===== src/rtl/rdc_pkg.sv =====
// ----------------------------------------------------------------------------
// rdc_pkg
// Widths, limits, defaults and sequencer states of the radix digit converter.
// ----------------------------------------------------------------------------
`default_nettype none

package rdc_pkg;

	localparam int VALUE_W         = 31;
	localparam int DIGIT_W         = 8;
	localparam int RADIX_W         = 9;
	localparam int RESULT_LIMIT    = 31;
	localparam int VALUE_BITS_DEF  = 31;
	localparam int DIGIT_SLOTS_DEF = 32;

	localparam logic [RADIX_W-1:0] RADIX_RESET = 9'd10;
	localparam logic [RADIX_W-1:0] RADIX_MIN   = 9'd2;
	localparam logic [RADIX_W-1:0] RADIX_MAX   = 9'd256;

	typedef enum logic [3:0] {
		ST_IDLE = 4'b0001,
		ST_DIV  = 4'b0010,
		ST_RD   = 4'b0100,
		ST_SEND = 4'b1000
	} rdc_state_t;

endpackage

`default_nettype wire


===== src/rtl/rdc_if.sv =====
// ----------------------------------------------------------------------------
// rdc channel interfaces
// Valid/ready channels for input values and output digits.
// ----------------------------------------------------------------------------
`default_nettype none

interface rdc_in_if import rdc_pkg::*; ();
	logic               valid;
	logic               ready;
	logic [VALUE_W-1:0] value;

	modport source (output valid, output value, input ready);
	modport sink   (input valid, input value, output ready);
endinterface

interface rdc_out_if import rdc_pkg::*; ();
	logic               valid;
	logic               ready;
	logic [DIGIT_W-1:0] digit;
	logic               last_digit;
	logic               empty_value;

	modport source (output valid, output digit, output last_digit, output empty_value,
		input ready);
	modport sink   (input valid, input digit, input last_digit, input empty_value,
		output ready);
endinterface

`default_nettype wire


===== src/rtl/radix_digit_converter_unit.sv =====
// A zero value gives its single result in the cycle after it is taken.
// A nonzero value is divided once per digit. Each digit is then read from the
// store in ST_RD and offered in ST_SEND, the next one after the previous beat leaves.
// One value is in work at a time; the restoring divider yields one bit a cycle.
// Reset (arst_n low) sets radix to 10 and returns the sequencer to idle.
// ----------------------------------------------------------------------------
// radix_digit_converter_unit
// Converts an unsigned value into digits of a configured radix by repeated
// division in a shared divider and emits them most significant first.
// ----------------------------------------------------------------------------
`default_nettype none

module radix_digit_converter_unit import rdc_pkg::*; #(
	parameter int VALUE_BITS  = VALUE_BITS_DEF,
	parameter int DIGIT_SLOTS = DIGIT_SLOTS_DEF
) (
	input  wire logic               clk,
	input  wire logic               arst_n,
	input  wire logic               cfg_we,
	input  wire logic [RADIX_W-1:0] cfg_wdata,
	rdc_in_if.sink                  in_ch,
	rdc_out_if.source               out_ch
);

	// The store keeps at most this many digits; more significant ones are
	// dropped once it fills, which leaves the value modulo radix^LIMIT.
	localparam int LIMIT = (DIGIT_SLOTS < RESULT_LIMIT) ? DIGIT_SLOTS : RESULT_LIMIT;
	localparam int AW    = $clog2(LIMIT);
	localparam int CNT_W = $clog2(LIMIT + 1);

	rdc_state_t            state_q;
	logic [RADIX_W-1:0]    radix_q;
	logic [CNT_W-1:0]      count_q;
	logic [AW-1:0]         k_q;
	logic                  empty_q;

	logic [VALUE_BITS-1:0] val_ext;
	logic [RADIX_W-1:0]    eff_radix;
	logic                  in_beat;
	logic                  out_beat;
	logic                  val_zero;

	logic                  div_start;
	logic [VALUE_BITS-1:0] div_dividend;
	logic                  div_done;
	logic [VALUE_BITS-1:0] div_quot;
	logic [DIGIT_W-1:0]    div_rem;
	logic                  div_finish;

	logic                  wr_en;
	logic                  rd_en;
	logic [AW-1:0]         rd_addr;
	logic [CNT_W-1:0]      rd_idx;
	logic [DIGIT_W-1:0]    rd_data;
	logic                  is_last;

	// Bring the 31-bit input field to the divider width: only the low
	// VALUE_BITS bits take part, and a wider divider sees zeros on top.
	generate
		if (VALUE_BITS > VALUE_W) begin : g_widen
			assign val_ext = {{(VALUE_BITS - VALUE_W){1'b0}}, in_ch.value};
		end else if (VALUE_BITS == VALUE_W) begin : g_same
			assign val_ext = in_ch.value;
		end else begin : g_narrow
			assign val_ext = in_ch.value[VALUE_BITS-1:0];
		end
	endgenerate

	// Radix register; it must be written only while no value is in work, which the block itself does not enforce.
	always_ff @(posedge clk or negedge arst_n) begin
		if (!arst_n) begin
			radix_q <= RADIX_RESET;
		end else if (cfg_we) begin
			radix_q <= cfg_wdata;
		end
	end

	// A radix of 0 or 1 divides as 2 so the loop always ends, and anything
	// above 256 divides as 256 so every digit fits in eight bits.
	always_comb begin
		if (radix_q < RADIX_MIN) begin
			eff_radix = RADIX_MIN;
		end else if (radix_q > RADIX_MAX) begin
			eff_radix = RADIX_MAX;
		end else begin
			eff_radix = radix_q;
		end
	end

	assign in_ch.ready = (state_q == ST_IDLE);
	assign in_beat     = in_ch.valid && in_ch.ready;
	assign out_beat    = out_ch.valid && out_ch.ready;
	assign val_zero    = (val_ext == '0);

	// Division ends once the quotient reaches zero or the store is full.
	assign div_finish   = (div_quot == '0) || ((count_q + CNT_W'(1)) == CNT_W'(LIMIT));
	assign div_start    = ((state_q == ST_IDLE) && in_beat && !val_zero) ||
		((state_q == ST_DIV) && div_done && !div_finish);
	assign div_dividend = (state_q == ST_IDLE) ? val_ext : div_quot;

	rdc_divider #(
		.VALUE_BITS (VALUE_BITS)
	) u_divider (
		.clk       (clk),
		.arst_n    (arst_n),
		.start     (div_start),
		.dividend  (div_dividend),
		.divisor   (eff_radix),
		.done      (div_done),
		.quotient  (div_quot),
		.remainder (div_rem)
	);

	// Remainders land least significant first at ascending addresses; they
	// are read back from the top of the fill down to address zero.
	assign wr_en   = (state_q == ST_DIV) && div_done;
	assign rd_en   = (state_q == ST_RD);
	assign rd_idx  = count_q - CNT_W'(1) - CNT_W'(k_q);
	assign rd_addr = rd_idx[AW-1:0];
	assign is_last = ((CNT_W'(k_q) + CNT_W'(1)) == count_q);

	rdc_digit_store #(
		.DEPTH (LIMIT),
		.AW    (AW)
	) u_store (
		.clk     (clk),
		.wr_en   (wr_en),
		.wr_addr (count_q[AW-1:0]),
		.wr_data (div_rem),
		.rd_en   (rd_en),
		.rd_addr (rd_addr),
		.rd_data (rd_data)
	);

	// Sequencer: take a value, divide until done, then read out and send one
	// digit per beat. A zero value goes straight to sending its empty beat.
	always_ff @(posedge clk or negedge arst_n) begin
		if (!arst_n) begin
			state_q <= ST_IDLE;
			count_q <= '0;
			k_q     <= '0;
			empty_q <= 1'b0;
		end else begin
			unique case (state_q)
				ST_IDLE: begin
					if (in_beat) begin
						count_q <= '0;
						k_q     <= '0;
						if (val_zero) begin
							empty_q <= 1'b1;
							state_q <= ST_SEND;
						end else begin
							empty_q <= 1'b0;
							state_q <= ST_DIV;
						end
					end
				end
				ST_DIV: begin
					if (div_done) begin
						count_q <= count_q + CNT_W'(1);
						if (div_finish) begin
							k_q     <= '0;
							state_q <= ST_RD;
						end
					end
				end
				ST_RD: begin
					state_q <= ST_SEND;
				end
				ST_SEND: begin
					if (out_beat) begin
						if (empty_q || is_last) begin
							state_q <= ST_IDLE;
						end else begin
							k_q     <= k_q + AW'(1);
							state_q <= ST_RD;
						end
					end
				end
				default: begin
					state_q <= ST_IDLE;
				end
			endcase
		end
	end

	// The read register holds the digit for as long as the beat waits.
	assign out_ch.valid       = (state_q == ST_SEND);
	assign out_ch.digit       = empty_q ? '0 : rd_data;
	assign out_ch.last_digit  = empty_q || is_last;
	assign out_ch.empty_value = empty_q;

endmodule

`default_nettype wire


===== src/rtl/rdc_divider.sv =====
// ----------------------------------------------------------------------------
// rdc_divider
// Restoring divider, one quotient bit per cycle, for a radix of 2 to 256.
// ----------------------------------------------------------------------------
`default_nettype none

module rdc_divider import rdc_pkg::*; #(
	parameter int VALUE_BITS = VALUE_BITS_DEF
) (
	input  wire logic                  clk,
	input  wire logic                  arst_n,
	input  wire logic                  start,
	input  wire logic [VALUE_BITS-1:0] dividend,
	input  wire logic [RADIX_W-1:0]    divisor,
	output logic                       done,
	output logic [VALUE_BITS-1:0]      quotient,
	output logic [DIGIT_W-1:0]         remainder
);

	localparam int CW = (VALUE_BITS > 1) ? $clog2(VALUE_BITS) : 1;

	logic                  busy_q;
	logic                  done_q;
	logic [CW-1:0]         cnt_q;
	logic [VALUE_BITS-1:0] num_q;
	logic [DIGIT_W-1:0]    rem_q;
	logic [RADIX_W-1:0]    div_q;

	logic [RADIX_W-1:0]    trial;
	logic                  ge;
	logic [RADIX_W-1:0]    diff;

	// The partial remainder stays below the divisor, so it fits in eight bits.
	assign trial = {rem_q, num_q[VALUE_BITS-1]};
	assign ge    = (trial >= div_q);
	assign diff  = trial - div_q;

	always_ff @(posedge clk or negedge arst_n) begin
		if (!arst_n) begin
			busy_q <= 1'b0;
			done_q <= 1'b0;
			cnt_q  <= '0;
		end else begin
			done_q <= 1'b0;
			if (start) begin
				busy_q <= 1'b1;
				cnt_q  <= '0;
			end else if (busy_q) begin
				cnt_q <= cnt_q + CW'(1);
				if (cnt_q == CW'(VALUE_BITS - 1)) begin
					busy_q <= 1'b0;
					done_q <= 1'b1;
				end
			end
		end
	end

	always_ff @(posedge clk) begin
		if (start) begin
			num_q <= dividend;
			rem_q <= '0;
			div_q <= divisor;
		end else if (busy_q) begin
			num_q <= {num_q[VALUE_BITS-2:0], ge};
			rem_q <= ge ? diff[DIGIT_W-1:0] : trial[DIGIT_W-1:0];
		end
	end

	assign done      = done_q;
	assign quotient  = num_q;
	assign remainder = rem_q;

endmodule

`default_nettype wire


===== src/rtl/rdc_digit_store.sv =====
// ----------------------------------------------------------------------------
// rdc_digit_store
// Digit memory with one write port and one registered read port.
// ----------------------------------------------------------------------------
`default_nettype none

module rdc_digit_store import rdc_pkg::*; #(
	parameter int DEPTH = RESULT_LIMIT,
	parameter int AW    = $clog2(RESULT_LIMIT)
) (
	input  wire logic               clk,
	input  wire logic               wr_en,
	input  wire logic [AW-1:0]      wr_addr,
	input  wire logic [DIGIT_W-1:0] wr_data,
	input  wire logic               rd_en,
	input  wire logic [AW-1:0]      rd_addr,
	output logic [DIGIT_W-1:0]      rd_data
);

	logic [DIGIT_W-1:0] mem [DEPTH];
	logic [DIGIT_W-1:0] rd_data_q;

	always_ff @(posedge clk) begin
		if (wr_en) begin
			mem[wr_addr] <= wr_data;
		end
	end

	always_ff @(posedge clk) begin
		if (rd_en) begin
			rd_data_q <= mem[rd_addr];
		end
	end

	assign rd_data = rd_data_q;

endmodule

`default_nettype wire


===== src/flat_wrapper.sv =====
// flat-port wrapper written by rule: the top's interface ports become plain ports
module radix_digit_converter_unit_flat import rdc_pkg::*;
#(
	parameter int VALUE_BITS  = VALUE_BITS_DEF,
	parameter int DIGIT_SLOTS = DIGIT_SLOTS_DEF
)
  (clk, arst_n, cfg_we, cfg_wdata, in_ch_valid, in_ch_value, in_ch_ready, out_ch_valid, out_ch_digit, out_ch_last_digit, out_ch_empty_value, out_ch_ready);
  rdc_in_if in_ch_i ();
  rdc_out_if out_ch_i ();
  input  wire logic clk;
  input  wire logic arst_n;
  input  wire logic cfg_we;
  input  wire logic [RADIX_W-1:0] cfg_wdata;
  input wire logic [$bits(in_ch_i.valid)-1:0] in_ch_valid;
  input wire logic [$bits(in_ch_i.value)-1:0] in_ch_value;
  output wire logic [$bits(in_ch_i.ready)-1:0] in_ch_ready;
  output wire logic [$bits(out_ch_i.valid)-1:0] out_ch_valid;
  output wire logic [$bits(out_ch_i.digit)-1:0] out_ch_digit;
  output wire logic [$bits(out_ch_i.last_digit)-1:0] out_ch_last_digit;
  output wire logic [$bits(out_ch_i.empty_value)-1:0] out_ch_empty_value;
  input wire logic [$bits(out_ch_i.ready)-1:0] out_ch_ready;
  assign in_ch_i.valid = in_ch_valid;
  assign in_ch_i.value = in_ch_value;
  assign in_ch_ready = in_ch_i.ready;
  assign out_ch_valid = out_ch_i.valid;
  assign out_ch_digit = out_ch_i.digit;
  assign out_ch_last_digit = out_ch_i.last_digit;
  assign out_ch_empty_value = out_ch_i.empty_value;
  assign out_ch_i.ready = out_ch_ready;
  radix_digit_converter_unit #(.VALUE_BITS(VALUE_BITS), .DIGIT_SLOTS(DIGIT_SLOTS)) u_core (.clk(clk), .arst_n(arst_n), .cfg_we(cfg_we), .cfg_wdata(cfg_wdata), .in_ch(in_ch_i), .out_ch(out_ch_i));
endmodule

===== config.mk =====
export PLATFORM = sky130hd
export DESIGN_NAME = radix_digit_converter_unit_flat
export DESIGN_NICKNAME = d
export VERILOG_FILES = /design/src/rtl/rdc_pkg.sv /design/src/rtl/rdc_if.sv /design/src/rtl/radix_digit_converter_unit.sv /design/src/rtl/rdc_divider.sv /design/src/rtl/rdc_digit_store.sv /design/src/flat_wrapper.sv
export SDC_FILE = /design/constraint.sdc
export NUM_CORES = 1
export LEC_CHECK = 0
export ABC_CLOCK_PERIOD_IN_PS = 6400
export BUFFER_PORTS_ARGS = -buffer_cell sky130_fd_sc_hd__clkbuf_2
export CORE_MARGIN = 2
export CORE_UTILIZATION = 66
export CTS_BUF_LIST = sky130_fd_sc_hd__clkbuf_4 sky130_fd_sc_hd__clkbuf_8 sky130_fd_sc_hd__clkbuf_16
export CTS_CLUSTER_DIAMETER = 120
export CTS_CLUSTER_SIZE = 30
export DETAILED_ROUTE_END_ITERATION = 16
export PLACE_DENSITY = 0.84
export SETUP_SLACK_MARGIN = 0.15
export SKIP_CTS_REPAIR_TIMING = 1
export SYNTH_ARGS = -nofsm -noshare
export SYNTH_HDL_FRONTEND = slang
export SYNTH_SLANG_ARGS = --single-unit
export TNS_END_PERCENT = 10

===== constraint.sdc =====
create_clock -name clk -period 6.4 [get_ports clk]
set_clock_uncertainty 0.05 [all_clocks]
set_input_delay 0.64 -clock clk [delete_from_list [all_inputs] [get_ports clk]]
set_output_delay 0.64 -clock clk [all_outputs]
set_load 0.05 [all_outputs]

# == After elaboration in Yosys (flattened, before gate mapping) ==
# Memories as Yosys holds them, arrays and structs flattened. A register that Yosys moved wholly into a read port is not among the register bits.
# Index checks and enable logic that the tools add are counted.
# classes
n_addsub,6
magnitude_cmp,3
n_eq_ne,13
muxes,32
reduce_logical,22
# ops
op,count
two-way mux 31 bit,3
logical NOT 31 bit,2
two-way mux 5 bit,8
two-way mux 4 bit,5
two-way mux 8 bit,2
one-hot mux 4 bit (4 select lines),1
adder 5 x 1 -> 5 bit (second input constant),3
one-hot mux 5 bit (3 select lines),1
equality test 5 bit (second input constant),2
one-hot mux 5 bit (2 select lines),1
greater-or-equal comparator 9 bit,1
> comparator 9 bit (second input constant),1
less-than comparator 9 x 2 -> 1 bit (second input constant),1
two-way mux 1 bit,9
two-way mux 9 bit,1
!= test 2 bit (second input constant),4
subtractor 8 bit,1
logical AND 1 bit,6
AND reduction 6 bit,1
equality test 5 bit,1
subtractor 5 x 1 -> 5 bit (second input constant),1
subtractor 5 bit,1
equality test 4 x 1 -> 1 bit (second input constant),1
equality test 4 x 2 -> 1 bit (second input constant),1
12 further kinds,18
# totals
register_bits,79
ram_bits,248
input_bits,45
output_inout_bits,12
word_cells,89
memories,1
# memory_table
name,depth,width,rd,rd_clocked_by_memory_dff,wr,line_no,text
u_core.u_store.mem,31,8,1,1,1,rdc_digit_store.sv:20,logic [DIGIT_W-1:0] mem [DEPTH];

# == Longest topological paths before layout ==
# logic_depth
word_depth,8
ltp_mapped,12
ltp_nobuf,10

# == Modules after synthesis ==
# Synthesis repeated with hierarchy kept, for this count alone.
# hier_totals
hier_cells,1053
hier_area_um2,14935.6
# modules_own_cells
mod,n_inst,cells_each,area_per_inst_um2,seq_area_each_um2
rdc_digit_store,1,561,10189.8,7687.4
rdc_divider,1,207,2680.1,1536.5
radix_digit_converter_unit,1,285,2065.7,604.3

# == Least setup slack after synthesis ==
# OpenSTA, ideal clock, no wires.
# synth_path
path_kind,flip-flop to flip-flop
startpoint,reg u_core.state_q[3]
endpoint,reg u_core.u_divider.num_q[0] (netlist: u_core.u_divider.quotient[0]) (enable)
setup_ns,0.430
t_arrival_ns,3.037
required_ns,5.920
path_slack_ns,2.884
path_stages_with_launch,6
n_path_buf,0
period_less_slack_ns,3.516
path_cell_list,dfrtp_1 or3_4 nor2_8 nand2_2 or2_2 a21oi_1
# synth_via
elab_chain_len,7
elab_cells_between_ends,11
cone_classes,eq/ne (3); reduce/logical (8)
# synth_lines
item,line_no,text
start: declaration,radix_digit_converter_unit.sv:31,rdc_state_t state_q;
start signal: assignment,radix_digit_converter_unit.sv:139,state_q <= ST_IDLE;
start signal: assignment,radix_digit_converter_unit.sv:151,state_q <= ST_SEND;
start signal: assignment,radix_digit_converter_unit.sv:154,state_q <= ST_DIV;
equality test 4 x 1 -> 1 bit (*),radix_digit_converter_unit.sv:90,assign in_ch.ready = (state_q == ST_IDLE);
net in_ch_ready,flat_wrapper.sv:16,output wire logic [$bits(in_ch_i.ready)-1:0] in_ch_ready;
logical AND 1 bit,radix_digit_converter_unit.sv:91,assign in_beat = in_ch.valid && in_ch.ready;
logical AND 1 bit (2 in a row),radix_digit_converter_unit.sv:97,assign div_start = ((state_q == ST_IDLE) && in_beat && !val_zero) ||
logical OR 1 bit,radix_digit_converter_unit.sv:97,
!= test 2 x 1 -> 1 bit (no source line) or nonzero test 2 bit (tied branches),-,
AND reduction 2 bit (no source line) (*),-,
end signal: assignment,rdc_divider.sv:60,num_q <= dividend;
end signal: assignment,rdc_divider.sv:64,"num_q <= {num_q[VALUE_BITS-2:0], ge};"
end: declaration,rdc_divider.sv:25,logic [VALUE_BITS-1:0] num_q;
# The timed path passes the listed nets; every way through them passes the cells marked *.
# A chain may end at the register's enable or synchronous reset.

# == Worst setup path after layout ==
# layout_path
startpoint,reg u_core.k_q[0]
endpoint,"reg u_core.u_store.rd_data_q[7] (netlist: u_core.u_store.rd_data[7]) (read register of u_core.u_store.mem), data pin"
# layout_via
elab_chain_len,1
# layout_lines
item,line_no,text
start: declaration,radix_digit_converter_unit.sv:34,logic [AW-1:0] k_q;
start signal: assignment,radix_digit_converter_unit.sv:175,k_q <= k_q + AW'(1);
subtractor 5 bit,radix_digit_converter_unit.sv:118,assign rd_idx = count_q - CNT_W'(1) - CNT_W'(k_q);
end: declaration,rdc_digit_store.sv:21,logic [DIGIT_W-1:0] rd_data_q;
# Every way passes these cells.

==> impl_metrics.py <==
metrics = {
    "routing": {
        "drtPass1Iterations": 5,
        "wl_per_cell_um": 23.9,
        "ant_nets": 0,
        "via_per_inst": 6.57,
        "drc": 0,
        "routed_wirelength_um": 28200,
        "drt_first_iter_violations": 770,
        "num_vias": 7777,
    },
    "sta": {
        "fin_tns_setup_ps": 0,
        "setup_ws_ps": 2790,
        "setup_violations": 0,
        "fin_crit_sh_pct": 56.4,
        "relSlewSlack_pct": 16.1,
        "drv_slew": 0,
        "worstMarginPinSlew_ps": 1260,
        "period_needed_ps": 3610,
        "rsz0062_at_grt": "no",
        "finalHoldViolations": 0,
        "max_freq_ghz": 0.277,
    },
    "layout": {
        "fillCellCount": 1266,
        "final_core_util_pct": 72.5,
        "area_growth_pct": 6.84,
        "nNetsFinal": 974,
        "n_antenna_cell": 0,
        "finalInstanceArea_um2": 15300,
        "drive_gt1_share_pct": 22.4,
    },
    "setup_path": {
        "slowest_stage": "fa_2",
        "cp.required_ps": 6570,
        "crit_family": "adder cells",
        "end_kind": "flop",
        "startpoint_type": "flop",
        "arrival_ps": 3770,
        "r2r_setup_slack_ps": 2790,
        "reg2reg_to": "u_core.u_store.rd_data[7]",
        "crit_chain": "inv_1 -> ha_4 -> inv_1 -> fa_2 -> buf_4 -> mux4_2 -> mux4_2 -> nand2_1 -> o21ai_1",
        "timing.critical_path.buf_inv": 3,
        "slowest_delay_ps": 780,
        "reg2reg_depth": 9,
        "path_class": "flop to flop",
        "critical_path.max_fanout": 47,
        "r2r_start": "u_core.k_q[0]",
    },
    "global_route": {
        "grt.overflow.total": 0,
        "antenna_found_initial": 0,
        "grt_usage_pct": 25.7,
        "grt_pass1_vias": 7578,
        "grt_max_degree": 49,
        "grt_pass1_wl_um": 43400,
    },
    "place": {
        "place_area_um2": 14900,
        "place_congestion": 0.833,
        "hpwl_um": 17500,
        "port_buffers": 56,
        "place_ws_ps": 2800,
    },
    "yosys": {
        "syn-num-nets": 933,
        "synth.top_cell.area_share_pct": 62.0,
        "synthArstFlopShare_pct": 9.25,
        "yosys_warnings": 0,
        "synthCells": 865,
        "synth_common_cells": "296 x edfxtp_1, 71 x nor2_1, 56 x mux4_2, 38 x mux2_2, 37 x mux2i_1",
        "synth_area_um2": 14300,
        "yosysMostFrequentCell": "edfxtp_1",
        "yosysTopAreaCell": "edfxtp_1",
        "seq_area_frac_synth_pct": 68.5,
        "synth-edff-count": 296,
        "synth_area_per_cell_um2": 16.6,
        "ys.flop_type": "edfxtp_1",
        "ys_top_cells_by_area": "edfxtp_1 62%, mux4_2 8.8%, dfrtp_1 4.9%",
        "synth-seq-cells": 335,
        "synth_cell_types": 68,
    },
    "floorplan": {
        "dieArea_um2": 22900,
        "die_w_um": 151,
        "die_h_um": 151,
        "start_util_pct": 67.8,
        "num_rows": 53,
        "io_pins": 57,
        "coreArea_um2": 21200,
    },
    "cts": {
        "root_buffer": "clkbuf_16",
        "cts_tree": "done",
        "cts.path.max_buffers": 3,
        "clock_latency_ps": 500,
        "cts_buffers": 15,
        "htree_levels": 1,
        "cts.clk_slew.worst_paths_ps": 120,
        "clock_sinks": 335,
    },
    "power": {
        "p_leak_nw": 5.25,
        "power_mw": 5.30,
        "irDropWorstVdd_uv": 286,
        "power_density_nw_per_um2": 346,
    },
    "min_path": {
        "hp-class": "input port to async pin",
    },
    "outcome": {
        "status": "completed",
    },
    "run": {
        "maxCapViolCount": 0,
    },
}
## sequential cells by signal, indices dropped and copies added (netlist names)
| register | cells |
|---|---|
| u_core.count_q | 5 |
| u_core.k_q | 5 |
| u_core.out_ch.empty_value | 1 |
| u_core.radix_q | 9 |
| u_core.state_q | 4 |
| u_core.u_divider.busy_q | 1 |
| u_core.u_divider.cnt_q | 5 |
| u_core.u_divider.div_q | 9 |
| u_core.u_divider.done | 1 |
| u_core.u_divider.quotient | 31 |
| u_core.u_divider.remainder | 8 |
| u_core.u_store.mem | 248 |
| u_core.u_store.rd_data | 8 |
## layer usage
metal	wire, um	share of wire, %	global-route usage (%)	up-vias
met4	580	2.1	6.12	0
li1	-	-	-	3466
met2	13800	49	41.7	371
met3	2060	7.3	3.22	35
met5	0	0	0	-
met1	11800	42	38.1	3905
## cell families after synthesis
group | after synthesis | share of synthesized area (%)
multiplexers | 133 | 14.6
buffers and inverters | 64 | 2.20
AND/OR/NAND/NOR | 184 | 6.62
XOR/XNOR | 17 | 1.04
flip-flops | 335 | 68.5
adder cells (fa/ha/maj) | 23 | 2.11
AO/OA/AOI/OAI | 109 | 4.96
## per-stage QoR
stage | cells | hold slack (ps)
final | 1184 | 143
after global routing | 1184 | 205
after CTS | 1184 | 155
after detailed placement | 1164 | 453
after global placement | 1164 | 443
after floorplan | 865 | 294
## placed cells by master (no fill, tap or decap), types with 3 or more instances in the layout
| cell | netlist | routed |
|---|---|---|
| nand4_1 | 9 | 9 |
| xor2_1 | 7 | 6 |
| or2_2 | 3 | 3 |
| a211o_1 | 7 | 7 |
| ha_1 | 21 | 20 |
| o21ai_1 | 8 | 8 |
| a211oi_1 | 7 | 7 |
| inv_1 | 24 | 24 |
| edfxtp_1 | 296 | 296 |
| buf_4 | 5 | 8 |
| a21oi_1 | 26 | 25 |
| dfstp_2 | 3 | 3 |
| dfrtp_1 | 28 | 28 |
| o22ai_1 | 5 | 5 |
| clkbuf_2 | 0 | 56 |
| nand2_1 | 27 | 27 |
| nand2b_1 | 4 | 4 |
| nor2_1 | 71 | 71 |
| mux2_2 | 38 | 38 |
| nor2b_1 | 17 | 17 |
| nor4_1 | 15 | 15 |
| nand3_1 | 10 | 10 |
| nor3_1 | 5 | 5 |
| mux2i_1 | 37 | 37 |
| o21ai_0 | 25 | 25 |
| clkbuf_4 | 0 | 4 |
| xnor2_1 | 10 | 8 |
| dfxtp_1 | 8 | 8 |
| mux4_2 | 56 | 56 |
| nand3b_1 | 4 | 4 |
| clkbuf_16 | 0 | 15 |
| o221ai_1 | 8 | 8 |
## cell type report
class                           count  area, um^2  area share [%]
Inverter                           24        90.1           0.588
Sequential cell                   335        9830            64.1
Timing Repair Buffer               64         340            2.22
Tap cell                          275         344            2.24
Clock inverter                      1        30.0           0.196
Multi-Input combinational cell    466        4290            28.0
Clock buffer                       19         405            2.64
## power breakdown
group / internal, mW / leakage (nW) / total (mW) / switching, mW
Combinational: 0.516 / 1.83 / 1.13 / 0.610
Clock: 0.462 / 0.215 / 1.09 / 0.625
Sequential: 2.82 / 3.21 / 3.08 / 0.263
Total: 3.80 / 5.25 / 5.30 / 1.50
## worst max-delay path by stage
stage / from / end / cells past startpoint
4_1_cts: u_core.k_q[0] / u_core.u_store.rd_data[7] / 9
3_5_place_dp: u_core.k_q[0] / u_core.u_store.rd_data[3] / 9
3_3_place_gp: u_core.k_q[0] / u_core.u_store.rd_data[3] / 9
2_1_floorplan: u_core.state_q[3] / u_core.u_divider.quotient[0] / 5
5_1_grt: u_core.k_q[0] / u_core.u_store.rd_data[6] / 9
6_report: u_core.k_q[0] / u_core.u_store.rd_data[7] / 9
Note: power is estimated with default switching activity, not from simulation.
